File: src/hdl/ncc_pkg.sv
package ncc_pkg;

    localparam int MAX_ENTRIES  = 16;
    localparam int CHANNEL_BITS = 16;
    localparam int LABEL_W      = 8;
    localparam int COLOR_W      = 16;
    localparam int DIST_W       = 34;

    localparam int IDX_W   = (MAX_ENTRIES > 1) ? $clog2(MAX_ENTRIES) : 1;
    localparam int CNT_W   = $clog2(MAX_ENTRIES + 1);
    localparam int SQ_W    = 2 * CHANNEL_BITS;
    localparam int SUM_W   = SQ_W + 2;
    localparam int ENTRY_W = 3 * CHANNEL_BITS + LABEL_W;

    localparam logic OP_TRAIN    = 1'b0;
    localparam logic OP_CLASSIFY = 1'b1;

    localparam logic STATUS_OK   = 1'b0;
    localparam logic STATUS_FULL = 1'b1;

    typedef logic [CHANNEL_BITS-1:0] chan_t;
    typedef logic [LABEL_W-1:0]      label_t;
    typedef logic [SUM_W-1:0]        sum_t;

    typedef struct packed {
        label_t label;
        chan_t  red;
        chan_t  green;
        chan_t  blue;
    } entry_t;

    typedef struct packed {
        logic valid;
        logic last;
    } scan_tag_t;

    typedef struct packed {
        logic   valid;
        logic   last;
        label_t label;
        sum_t   dist_sq;
    } dist_res_t;

endpackage

File: src/hdl/ncc_req_if.sv
interface ncc_req_if;
    import ncc_pkg::*;

    logic               valid;
    logic               ready;
    logic               opcode;
    logic [COLOR_W-1:0] color_blue;
    logic [COLOR_W-1:0] color_green;
    logic [COLOR_W-1:0] color_red;
    logic [LABEL_W-1:0] label_in;

    modport source (
        output valid, opcode, color_blue, color_green, color_red, label_in,
        input  ready
    );

    modport sink (
        input  valid, opcode, color_blue, color_green, color_red, label_in,
        output ready
    );

endinterface

File: src/hdl/ncc_rsp_if.sv
interface ncc_rsp_if;
    import ncc_pkg::*;

    logic              valid;
    logic              ready;
    logic              match_found;
    logic [LABEL_W-1:0] label_out;
    logic [DIST_W-1:0] best_distance_sq;
    logic              status;

    modport source (
        output valid, match_found, label_out, best_distance_sq, status,
        input  ready
    );

    modport sink (
        input  valid, match_found, label_out, best_distance_sq, status,
        output ready
    );

endinterface

File: src/hdl/nearest_color_classifier_top.sv
// Channel  Direction  Handshake     Payload
// req      in         valid/ready   opcode, color_blue, color_green, color_red, label_in
// rsp      out        valid/ready   match_found, label_out, best_distance_sq, status
//
// A train item, or a classify item on an empty table, goes straight from idle to the done state;
// a classify item over the stored entries scans them all and waits for the last distance, its pace
// set by the single read port of the entry memory feeding a two-stage distance pipeline.
// Each result reaches the output register in the same cycle that the block becomes ready again.
// Reset clears the entry count, so the entry memory itself needs no clearing.
// A result waiting in the output register stalls the block only when the next one is done.
module nearest_color_classifier_top (
    input logic      clk,
    input logic      rst_n,
    ncc_req_if.sink  req,
    ncc_rsp_if.source rsp
);
    import ncc_pkg::*;

    localparam logic [1:0] S_IDLE = 2'd0;
    localparam logic [1:0] S_SCAN = 2'd1;
    localparam logic [1:0] S_WAIT = 2'd2;
    localparam logic [1:0] S_DONE = 2'd3;

    logic [1:0]       state_reg;
    logic [1:0]       state_next;
    logic [CNT_W-1:0] count_reg;
    logic [CNT_W-1:0] count_next;
    logic [IDX_W-1:0] idx_reg;
    logic [IDX_W-1:0] idx_next;
    scan_tag_t        tag_reg;
    scan_tag_t        tag_next;
    logic             have_reg;
    logic             have_next;
    sum_t             best_reg;
    sum_t             best_next;
    label_t           best_label_reg;
    label_t           best_label_next;

    chan_t            q_blue_reg;
    chan_t            q_green_reg;
    chan_t            q_red_reg;

    logic             res_match_reg;
    logic             res_match_next;
    label_t           res_label_reg;
    label_t           res_label_next;
    sum_t             res_dist_reg;
    sum_t             res_dist_next;
    logic             res_status_reg;
    logic             res_status_next;

    logic             out_valid_reg;
    logic             out_valid_next;
    logic             out_match_reg;
    label_t           out_label_reg;
    sum_t             out_dist_reg;
    logic             out_status_reg;

    logic             accept;
    logic             full;
    logic             scan_last;
    logic             out_load;
    logic             take;
    logic             ram_we;
    logic             ram_re;
    entry_t           wr_entry;
    logic [ENTRY_W-1:0] rd_data;
    dist_res_t        dres;

    assign accept    = req.valid && req.ready;
    assign full      = (count_reg == CNT_W'(MAX_ENTRIES));
    assign scan_last = (CNT_W'(idx_reg) == count_reg - CNT_W'(1));
    assign out_load  = (state_reg == S_DONE) && (!out_valid_reg || rsp.ready);
    assign take      = !have_reg || (dres.dist_sq < best_reg);

    assign req.ready = (state_reg == S_IDLE);

    assign ram_we         = accept && (req.opcode == OP_TRAIN) && !full;
    assign ram_re         = (state_reg == S_SCAN);
    assign wr_entry.label = req.label_in;
    assign wr_entry.red   = chan_t'(req.color_red);
    assign wr_entry.green = chan_t'(req.color_green);
    assign wr_entry.blue  = chan_t'(req.color_blue);

    ncc_ram #(
        .WIDTH (ENTRY_W),
        .DEPTH (MAX_ENTRIES)
    ) u_ram (
        .clk   (clk),
        .we    (ram_we),
        .waddr (IDX_W'(count_reg)),
        .wdata (wr_entry),
        .re    (ram_re),
        .raddr (idx_reg),
        .rdata (rd_data)
    );

    ncc_dist u_dist (
        .clk     (clk),
        .rst_n   (rst_n),
        .q_blue  (q_blue_reg),
        .q_green (q_green_reg),
        .q_red   (q_red_reg),
        .entry   (entry_t'(rd_data)),
        .tag     (tag_reg),
        .res     (dres)
    );

    always_comb
    begin
        state_next      = state_reg;
        count_next      = count_reg;
        idx_next        = idx_reg;
        tag_next        = '0;
        have_next       = have_reg;
        best_next       = best_reg;
        best_label_next = best_label_reg;
        res_match_next  = res_match_reg;
        res_label_next  = res_label_reg;
        res_dist_next   = res_dist_reg;
        res_status_next = res_status_reg;

        unique case (state_reg)
            S_IDLE:
            begin
                if (accept)
                begin
                    res_match_next  = 1'b0;
                    res_label_next  = '0;
                    res_dist_next   = '0;
                    res_status_next = STATUS_OK;
                    idx_next        = '0;
                    have_next       = 1'b0;
                    if (req.opcode == OP_TRAIN)
                    begin
                        if (full)
                        begin
                            res_status_next = STATUS_FULL;
                        end
                        else
                        begin
                            count_next = count_reg + CNT_W'(1);
                        end
                        state_next = S_DONE;
                    end
                    else if (count_reg == '0)
                    begin
                        state_next = S_DONE;
                    end
                    else
                    begin
                        state_next = S_SCAN;
                    end
                end
            end
            S_SCAN:
            begin
                tag_next.valid = 1'b1;
                tag_next.last  = scan_last;
                idx_next       = idx_reg + IDX_W'(1);
                if (scan_last)
                begin
                    state_next = S_WAIT;
                end
            end
            S_WAIT:
            begin
                if (dres.valid && dres.last)
                begin
                    state_next = S_DONE;
                end
            end
            S_DONE:
            begin
                if (out_load)
                begin
                    state_next = S_IDLE;
                end
            end
            default:
            begin
                state_next = S_IDLE;
            end
        endcase

        if (dres.valid && take)
        begin
            have_next       = 1'b1;
            best_next       = dres.dist_sq;
            best_label_next = dres.label;
        end
        if (dres.valid && dres.last)
        begin
            res_match_next = 1'b1;
            res_label_next = best_label_next;
            res_dist_next  = best_next;
        end
    end

    always_comb
    begin
        out_valid_next = out_valid_reg;
        if (out_load)
        begin
            out_valid_next = 1'b1;
        end
        else if (rsp.ready)
        begin
            out_valid_next = 1'b0;
        end
    end

    always_ff @(posedge clk or negedge rst_n)
    begin
        if (!rst_n)
        begin
            state_reg     <= S_IDLE;
            count_reg     <= '0;
            idx_reg       <= '0;
            tag_reg       <= '0;
            have_reg      <= 1'b0;
            out_valid_reg <= 1'b0;
        end
        else
        begin
            state_reg     <= state_next;
            count_reg     <= count_next;
            idx_reg       <= idx_next;
            tag_reg       <= tag_next;
            have_reg      <= have_next;
            out_valid_reg <= out_valid_next;
        end
    end

    always_ff @(posedge clk)
    begin
        best_reg       <= best_next;
        best_label_reg <= best_label_next;
        res_match_reg  <= res_match_next;
        res_label_reg  <= res_label_next;
        res_dist_reg   <= res_dist_next;
        res_status_reg <= res_status_next;
        if (accept)
        begin
            q_blue_reg  <= chan_t'(req.color_blue);
            q_green_reg <= chan_t'(req.color_green);
            q_red_reg   <= chan_t'(req.color_red);
        end
        if (out_load)
        begin
            out_match_reg  <= res_match_reg;
            out_label_reg  <= res_label_reg;
            out_dist_reg   <= res_dist_reg;
            out_status_reg <= res_status_reg;
        end
    end

    assign rsp.valid            = out_valid_reg;
    assign rsp.match_found      = out_match_reg;
    assign rsp.label_out        = out_label_reg;
    assign rsp.best_distance_sq = DIST_W'(out_dist_reg);
    assign rsp.status           = out_status_reg;

`ifndef ASSERT_OFF
    a_count_bound: assert property (@(posedge clk) disable iff (!rst_n)
        count_reg <= CNT_W'(MAX_ENTRIES))
        else $error("entry count exceeds the table size");

    a_full_train_keeps_count: assert property (@(posedge clk) disable iff (!rst_n)
        (accept && req.opcode == OP_TRAIN && full) |=> $stable(count_reg))
        else $error("rejected train item changed the entry count");

    a_dist_only_in_scan: assert property (@(posedge clk) disable iff (!rst_n)
        dres.valid |-> (state_reg == S_SCAN || state_reg == S_WAIT))
        else $error("distance result outside a scan");

    a_empty_classify_done: assert property (@(posedge clk) disable iff (!rst_n)
        (accept && req.opcode == OP_CLASSIFY && count_reg == '0) |=> state_reg == S_DONE)
        else $error("classify on empty table did not finish at once");
`endif

endmodule

File: src/hdl/ncc_ram.sv
module ncc_ram #(
    parameter int WIDTH  = 8,
    parameter int DEPTH  = 16,
    parameter int ADDR_W = (DEPTH > 1) ? $clog2(DEPTH) : 1
) (
    input  logic              clk,
    input  logic              we,
    input  logic [ADDR_W-1:0] waddr,
    input  logic [WIDTH-1:0]  wdata,
    input  logic              re,
    input  logic [ADDR_W-1:0] raddr,
    output logic [WIDTH-1:0]  rdata
);

    logic [WIDTH-1:0] mem [DEPTH];

    always_ff @(posedge clk)
    begin
        if (we)
        begin
            mem[waddr] <= wdata;
        end
        if (re)
        begin
            rdata <= mem[raddr];
        end
    end

endmodule

File: src/hdl/ncc_dist.sv
module ncc_dist (
    input  logic               clk,
    input  logic               rst_n,
    input  ncc_pkg::chan_t     q_blue,
    input  ncc_pkg::chan_t     q_green,
    input  ncc_pkg::chan_t     q_red,
    input  ncc_pkg::entry_t    entry,
    input  ncc_pkg::scan_tag_t tag,
    output ncc_pkg::dist_res_t res
);
    import ncc_pkg::*;

    chan_t       d_blue;
    chan_t       d_green;
    chan_t       d_red;
    logic [SQ_W-1:0] sq_blue_reg;
    logic [SQ_W-1:0] sq_green_reg;
    logic [SQ_W-1:0] sq_red_reg;
    label_t      label_reg;
    scan_tag_t   tag_reg;
    scan_tag_t   tag2_reg;
    label_t      label2_reg;
    sum_t        sum_reg;

    always_comb
    begin
        d_blue  = (entry.blue >= q_blue) ? entry.blue - q_blue : q_blue - entry.blue;
        d_green = (entry.green >= q_green) ? entry.green - q_green : q_green - entry.green;
        d_red   = (entry.red >= q_red) ? entry.red - q_red : q_red - entry.red;
    end

    always_ff @(posedge clk or negedge rst_n)
    begin
        if (!rst_n)
        begin
            tag_reg  <= '0;
            tag2_reg <= '0;
        end
        else
        begin
            tag_reg  <= tag;
            tag2_reg <= tag_reg;
        end
    end

    always_ff @(posedge clk)
    begin
        sq_blue_reg  <= SQ_W'(d_blue) * SQ_W'(d_blue);
        sq_green_reg <= SQ_W'(d_green) * SQ_W'(d_green);
        sq_red_reg   <= SQ_W'(d_red) * SQ_W'(d_red);
        label_reg    <= entry.label;
        sum_reg      <= SUM_W'(sq_blue_reg) + SUM_W'(sq_green_reg) + SUM_W'(sq_red_reg);
        label2_reg   <= label_reg;
    end

    assign res.valid   = tag2_reg.valid;
    assign res.last    = tag2_reg.last;
    assign res.label   = label2_reg;
    assign res.dist_sq = sum_reg;

endmodule
File: src/flat_wrapper.sv
// flat-port wrapper written by rule: the top's interface ports become plain ports
module nearest_color_classifier_top_flat import ncc_pkg::*;
  (clk, rst_n, req_valid, req_opcode, req_color_blue, req_color_green, req_color_red, req_label_in, req_ready, rsp_valid, rsp_match_found, rsp_label_out, rsp_best_distance_sq, rsp_status, rsp_ready);
  ncc_req_if req_i ();
  ncc_rsp_if rsp_i ();
  input logic clk;
  input logic rst_n;
  input wire logic [$bits(req_i.valid)-1:0] req_valid;
  input wire logic [$bits(req_i.opcode)-1:0] req_opcode;
  input wire logic [$bits(req_i.color_blue)-1:0] req_color_blue;
  input wire logic [$bits(req_i.color_green)-1:0] req_color_green;
  input wire logic [$bits(req_i.color_red)-1:0] req_color_red;
  input wire logic [$bits(req_i.label_in)-1:0] req_label_in;
  output wire logic [$bits(req_i.ready)-1:0] req_ready;
  output wire logic [$bits(rsp_i.valid)-1:0] rsp_valid;
  output wire logic [$bits(rsp_i.match_found)-1:0] rsp_match_found;
  output wire logic [$bits(rsp_i.label_out)-1:0] rsp_label_out;
  output wire logic [$bits(rsp_i.best_distance_sq)-1:0] rsp_best_distance_sq;
  output wire logic [$bits(rsp_i.status)-1:0] rsp_status;
  input wire logic [$bits(rsp_i.ready)-1:0] rsp_ready;
  assign req_i.valid = req_valid;
  assign req_i.opcode = req_opcode;
  assign req_i.color_blue = req_color_blue;
  assign req_i.color_green = req_color_green;
  assign req_i.color_red = req_color_red;
  assign req_i.label_in = req_label_in;
  assign req_ready = req_i.ready;
  assign rsp_valid = rsp_i.valid;
  assign rsp_match_found = rsp_i.match_found;
  assign rsp_label_out = rsp_i.label_out;
  assign rsp_best_distance_sq = rsp_i.best_distance_sq;
  assign rsp_status = rsp_i.status;
  assign rsp_i.ready = rsp_ready;
  nearest_color_classifier_top u_core (.clk(clk), .rst_n(rst_n), .req(req_i), .rsp(rsp_i));
endmodule
File: config.mk
export PLATFORM = sky130hd
export DESIGN_NAME = nearest_color_classifier_top_flat
export DESIGN_NICKNAME = d
export VERILOG_FILES = /design/src/hdl/ncc_pkg.sv /design/src/hdl/ncc_req_if.sv /design/src/hdl/ncc_rsp_if.sv /design/src/hdl/nearest_color_classifier_top.sv /design/src/hdl/ncc_ram.sv /design/src/hdl/ncc_dist.sv /design/src/flat_wrapper.sv
export SDC_FILE = /design/constraint.sdc
export NUM_CORES = 2
export LEC_CHECK = 0
export BUFFER_PORTS_ARGS = -buffer_cell sky130_fd_sc_hd__buf_2
export CAP_MARGIN = 15
export CORE_MARGIN = 5
export CORE_UTILIZATION = 28
export DETAILED_ROUTE_END_ITERATION = 7
export GPL_TIMING_DRIVEN = 0
export SYNTH_ARGS = -nofsm -noshare
export SYNTH_HDL_FRONTEND = slang
export SYNTH_SLANG_ARGS = --single-unit
File: constraint.sdc
create_clock -name clk -period 10.8 [get_ports clk]
set_input_delay 0.54 -clock clk [delete_from_list [all_inputs] [get_ports clk]]
set_output_delay 0.54 -clock clk [all_outputs]
set_load 0.01 [all_outputs]
After elaboration in Yosys (flattened, before gate mapping)
Memories as Yosys holds them, arrays and structs flattened. A register that Yosys moved wholly into a read port is not among the register bits.
Index checks and enable logic that the tools add are counted.

operators by class
  reduce and logical (&&, ||, !) cells = 25
  mux-type cells = 29
  order comparisons = 4
  $add $sub $neg = 11
  $mul = 3
  equality and inequality tests = 9
  bitwise operators = 2

operators with widths
  operator             number
  $mux 34              4
  $mul 16x16->32       3
  $sub 16x16->16       6
  $ge 16x16->1         3
  $mux 16              3
  $add 33x32->34       1
  $lt 34x34->1         1
  $add 32x32->33       1
  $mux 8               4
  $mux 2               7
  $reduce_bool 2->1    6
  $mux 1               8
  $pmux 2 s4           1
  $pmux 4 s2           1
  $reduce_and 2->1     4
  $reduce_and 4->1     2
  $logic_and 1x1->1    6
  $ne 2x1->1 const B   3
  $add 5x1->5 const B  1
  $eq 4x5->1           1
  $eq 5x5->1 const B   1
  $logic_not 5->1      1
  $sub 5x1->5 const B  1
  $add 4x1->4 const B  1
  other kinds (8)      13

word-level totals
  memories = 1
  bits in writable memories = 896
  register bits = 343

memory list
  name              words  width  rd ports  clocked after Yosys merged registers in  write ports  line           source
  u_core.u_ram.mem  16     56     1         1                                        1            ncc_ram.sv:15  logic [WIDTH-1:0] mem [DEPTH];

Longest topological paths before layout
  depth after elaboration = 6
  gate-level depth with buffers = 40

By module
From an unflattened synthesis, not the netlist that was laid out.

second synthesis, totals
  cell total of the unflattened synthesis = 5,451
  area, all modules = 74,033.5 µm²

by module, submodules not included
  module                        seq. area each (µm²)  cells an instance  instances  area each (µm²)
  ncc_ram                       28,587.4              1,445              1          35,238.8
  ncc_dist                      2,962.8               3,416              1          30,529.3
  nearest_color_classifier_top  5,290.1               590                1          8,265.4

Worst setup path after synthesis
No wires, ideal clock.

  path type = register to register
  from = reg u_core.u_ram.rdata[32], read port of u_core.u_ram.mem
  to = reg u_core.u_dist.sq_red_reg[29]
  data required time = 10.705 ns
  path buffers = 1
  clock period less this slack = 8.080 ns
  cell stages (with the launch flop) = 34
  slack = 2.720 ns
  arrival = 7.985 ns
  path through = edfxtp_1 > inv_1 > ha_1 > inv_1 > fa_1 > nand3_1 > a31oi_1 > o21ai_0 > a21oi_2 > buf_6 > mux2i_1 > xnor2_1 > clkinv_1 > nand2_1 > inv_1 > fa_1 > inv_1 > fa_1 > inv_1 > fa_1 > inv_1 > fa_1 > inv_1 > fa_1 > fa_1 > ha_1 > nor2b_1 > a21o_1 > a221o_1 > a221oi_4 > a21oi_1 > o21ai_1 > or4b_1 > o311ai_1

between the ends
  longest elaborated chain between the ends = 3

RTL lines
  what                                            line            source
  start: declaration                              ncc_ram.sv:12   output logic [WIDTH-1:0] rdata
  $sub 16x16->16 or $ge 16x16->1 (tied branches)  ncc_dist.sv:29  d_red = (entry.red >= q_red) ? entry.red - q_red : q_red - entry.red;
  $mux 16 *                                       ncc_dist.sv:29
  $mul 16x16->32 *                                ncc_dist.sv:50  sq_red_reg <= SQ_W'(d_red) * SQ_W'(d_red);
  end signal: assignment                          ncc_dist.sv:50
  end: declaration                                ncc_dist.sv:18  logic [SQ_W-1:0] sq_red_reg;

Every way passes the cells marked *; elsewhere a longest branch is shown, timed or not.
A chain may end at the register's enable or synchronous reset.

Worst setup path after layout
  from = reg u_core.q_blue_reg[0]
  to = reg u_core.u_dist.sq_blue_reg[29]

between the ends
  longest elaborated chain between the ends = 3

RTL lines
  what                                            line                                 source
  start: declaration                              nearest_color_classifier_top.sv:39   chan_t q_blue_reg;
  start signal: assignment                        nearest_color_classifier_top.sv:245  q_blue_reg <= chan_t'(req.color_blue);
  $sub 16x16->16 or $ge 16x16->1 (tied branches)  ncc_dist.sv:27                       d_blue = (entry.blue >= q_blue) ? entry.blue - q_blue : q_blue - entry.blue;
  $mux 16 *                                       ncc_dist.sv:27
  $mul 16x16->32 *                                ncc_dist.sv:48                       sq_blue_reg <= SQ_W'(d_blue) * SQ_W'(d_blue);
  end signal: assignment                          ncc_dist.sv:48
  end: declaration                                ncc_dist.sv:16                       logic [SQ_W-1:0] sq_blue_reg;

Marked as above.

==> metrics.log <==
[metrics] # setup viols final: 0
[metrics] Final Max Tran Viols: 0
[metrics] worst-path maximum fanout: 10
[metrics] global-route wire length before repair: 274,000 µm
[metrics] per-instance average area after synthesis: 13.8 µm²
[metrics] prevailing post-synth register cell: edfxtp_1
[metrics] number of gates resized after CTS: 0
[metrics] count of cells along the worst register-to-register path: 34
[metrics] Achievable Freq: 102 MHz
[metrics] Root Driver: clkbuf_16
[metrics] worst hold slack across all endpoints: 94.1 ps
[metrics] cell type with the highest occurrence count on the critical path: fa_1
[metrics] Top Family by Delay on Critical Path: adder cells
[metrics] outcome: finished clean
[metrics] die height: 523 µm
[metrics] Horiz. Die Dim: 523 µm
[metrics] GR Layer Usage met2: 0.225
[metrics] Cells on Worst Hold Path: 2
[metrics] global routing's busiest layer: met2
[metrics] nets: 6,689
[metrics] max FFs per register: 896
[metrics] maximum capacitance violations: 0
[metrics] data arrival at the endpoint of the critical path: 10,550 ps
[metrics] fraction of layout instances using a drive strength above 1: 0.142
[metrics] final period demand of the worst path: 9830 ps
[metrics] crit path buf inv count: 7
[metrics] ratio of final minimum period to clock period: 0.911
[metrics] number of hold buffers added after CTS: 1
[metrics] most frequent standard cell in the layout excluding fill and tap cells: edfxtp_1
[metrics] die area: 274,000 µm²
[metrics] largest net degree at the start of global routing: 50
[metrics] gpl congestion: 0.881
[metrics] H-tree Lvls: 4
[metrics] number of different library cells in the post-synthesis netlist: 92
[metrics] DRC violations left: 0
[metrics] final hold violation count: 0
[metrics] Largest Register: u_core.u_ram.mem
[metrics] GR Util met1: 0.171
[metrics] Detail Route Antenna Nets: 0
[metrics] average wire length per cell after detail routing: 19.2 µm
[metrics] clock tree from TritonCTS: done
[metrics] final wirelength: 178,000 µm
[metrics] critical setup path kind: reg -> reg
[metrics] Clock Sink Count: 1,292
[metrics] residual overflow from global routing: 0
[metrics] detailed placer's ending HPWL: 131,000 µm
[metrics] CP Depth: 34
[metrics] Clock Latency Late Sink: 810 ps
[metrics] final core utilization: 0.321
[metrics] sequential share of the synthesized area: 0.499
[metrics] Core Box Area: 262,000 µm²
[metrics] measured slew at the worst slew-check pin: 1260 ps
[metrics] registers with the most flip-flops: u_core.u_ram.mem x896, u_core.u_ram.rdata x56
[metrics] global-route total usage across every layer: 0.131
[metrics] vias in the first global route: 45,300
[metrics] standard cell area after detailed placement: 79,300 µm²
[metrics] relative slew slack: 0.152
[metrics] area overhead of the layout relative to synthesis: 14.2%
[metrics] count of standard-cell rows: 188
[metrics] Post-synth EDFFs: 1,087
[metrics] antenna violations before repair: 43
[metrics] routed vias/inst: 4.62
[metrics] worst-path cell with the longest stage delay: xnor2_1
[metrics] number of buffers added on ports: 106
[metrics] Vias: 42,900
[metrics] Final Skew: 67.3 ps
[metrics] Filler cells: 25,600
[metrics] number of synthesis warnings: 0
[metrics] largest buffer count on any clock path: 3
[metrics] Synth Register Bits: 1,292
[metrics] pre-CTS WS: 1050 ps
[metrics] Synth async-reset ratio: 0.0147
[metrics] Mapped Area: 73,800 µm²
[metrics] total clock buffers created by CTS: 138
[metrics] setup repair after global routing missed its margin: no
[metrics] startpoint kind of the worst setup timing path: register
[metrics] post-CTS clock slew at the launch and capture registers of the worst setup and hold paths: 60 ps
[metrics] endpoint type of the worst setup path: register
[metrics] final setup slack of the worst path: 966 ps
[metrics] IO Count: 107
[metrics] Detailed Route Iter0 Violations: 3,260
[metrics] required time at the worst-slack endpoint: 11,510 ps
[metrics] leading cell types in the layout, fill and taps excluded: 1,087 x edfxtp_1, 865 x inv_1, 526 x fa_1
[metrics] number of buffers added for setup after CTS: 0
[metrics] initial cell density of the core: 0.281
[metrics] fraction of met3 tracks used by global routing: 0.0224
[metrics] Syn Inst Count: 5,351
[metrics] total iterations of the first detailed-routing run: 6
[metrics] summed area of non-filler cells in the final layout: 84,200 µm²
[metrics] Hold Crit Class: in -> reg
[metrics] critical path's largest stage delay: 980 ps
## path summary, 6_finish.rpt
kind	startpoint	end	slack (ps)
worst max-delay path	u_core.q_blue_reg[0]$_DFFE_PP_	u_core.u_dist.sq_blue_reg[29]$_DFF_P_	970
worst min-delay path	req_opcode	u_core.res_status_reg$_SDFFCE_PP0P_	90
worst max register to register	u_core.q_blue_reg[0]$_DFFE_PP_	u_core.u_dist.sq_blue_reg[29]$_DFF_P_	970
worst min register to register	u_core.u_dist.label_reg[5]$_DFF_P_	u_core.u_dist.label2_reg[5]$_DFF_P_	320
max in group asynchronous	rst_n	u_core.u_dist.res[43]$_DFF_PN0_	10220
min in group asynchronous	rst_n	u_core.count_reg[0]$_DFFE_PN0P_	240
## metrics by stage
step | TNS (ps) | instances
floorplan | 0 | 5353
global placement | -227670 | 8974
detailed placement | 0 | 9006
CTS | 0 | 9257
global route | 0 | 9273
finish | 0 | 9279
## logic make-up (layout without fill, tap and decap cells)
logic type / Yosys count / count (layout) / synth area share
other: 1 / 12 / 0.0000508
flip-flops: 1292 / 1292 / 0.499
XOR/XNOR: 189 / 189 / 0.0238
adder cells (fa/ha/maj): 983 / 983 / 0.220
buffers and inverters: 1051 / 1453 / 0.0551
AND/OR/NAND/NOR: 856 / 856 / 0.0518
AO/OA/AOI/OAI: 642 / 642 / 0.0556
multiplexers: 337 / 337 / 0.0941
## synth_stat cells (9+ instances only)
library cell,n,share of area
mux4_2,280,0.085
nand2b_1,27,0.0023
and2_1,23,0.0020
a211oi_1,26,0.0026
buf_1,26,0.0013
ha_1,457,0.078
dfrtp_1,19,0.0064
o21a_1,28,0.0028
edfxtp_1,1087,0.44
fa_1,526,0.14
nand2_1,296,0.015
inv_1,866,0.044
nor2_1,280,0.014
o31ai_1,13,0.0013
o211ai_1,11,0.0011
o21ai_0,131,0.0089
inv_2,11,0.00056
or3_1,11,0.00093
and3_1,17,0.0014
nor3_1,39,0.0026
dfxtp_1,186,0.050
nor2b_1,21,0.0018
xnor2_1,115,0.014
nand3_1,77,0.0052
a21oi_1,207,0.014
nor4_1,10,0.00085
nand4_1,22,0.0019
mux2_2,47,0.0072
a21o_1,106,0.011
xor2_1,64,0.0076
buf_2,51,0.0035
o21bai_1,18,0.0018
clkbuf_1,86,0.0044
or2_2,9,0.00076
a31oi_1,17,0.0014
## area by class of cell
type                            instances  area (µm²)  area share
Multi-Input combinational cell       3010       32900       0.391
Tap cell                             3515        4400      0.0522
Antenna cell                            9        22.5    0.000267
Clock inverter                         85        1070      0.0127
Inverter                              879        3300      0.0392
Timing Repair Buffer                  152        1300      0.0154
Buffer                                172         762     0.00905
Sequential cell                      1292       36800       0.437
Clock buffer                          165        3590      0.0427
## per-layer routing
layer  wire [µm]  vias to the layer above
li1            -                    19300
met1       75600                    22100
met2       88300                     1196
met3       10600                      271
met4        3750                       28
met5         194                        -
## worst reg2reg max path: cells and delay by family (launching register included)
kind	cells	cell delay, ps
fa+ha+maj	9	3990
compound gates	11	2520
xor+xnor	2	1100
buf+inv	7	940
simple gates	5	830
flops	1	390
Power is not shown: default switching activity piles up to over one toggle a cycle in this logic, so the estimate is an artifact.
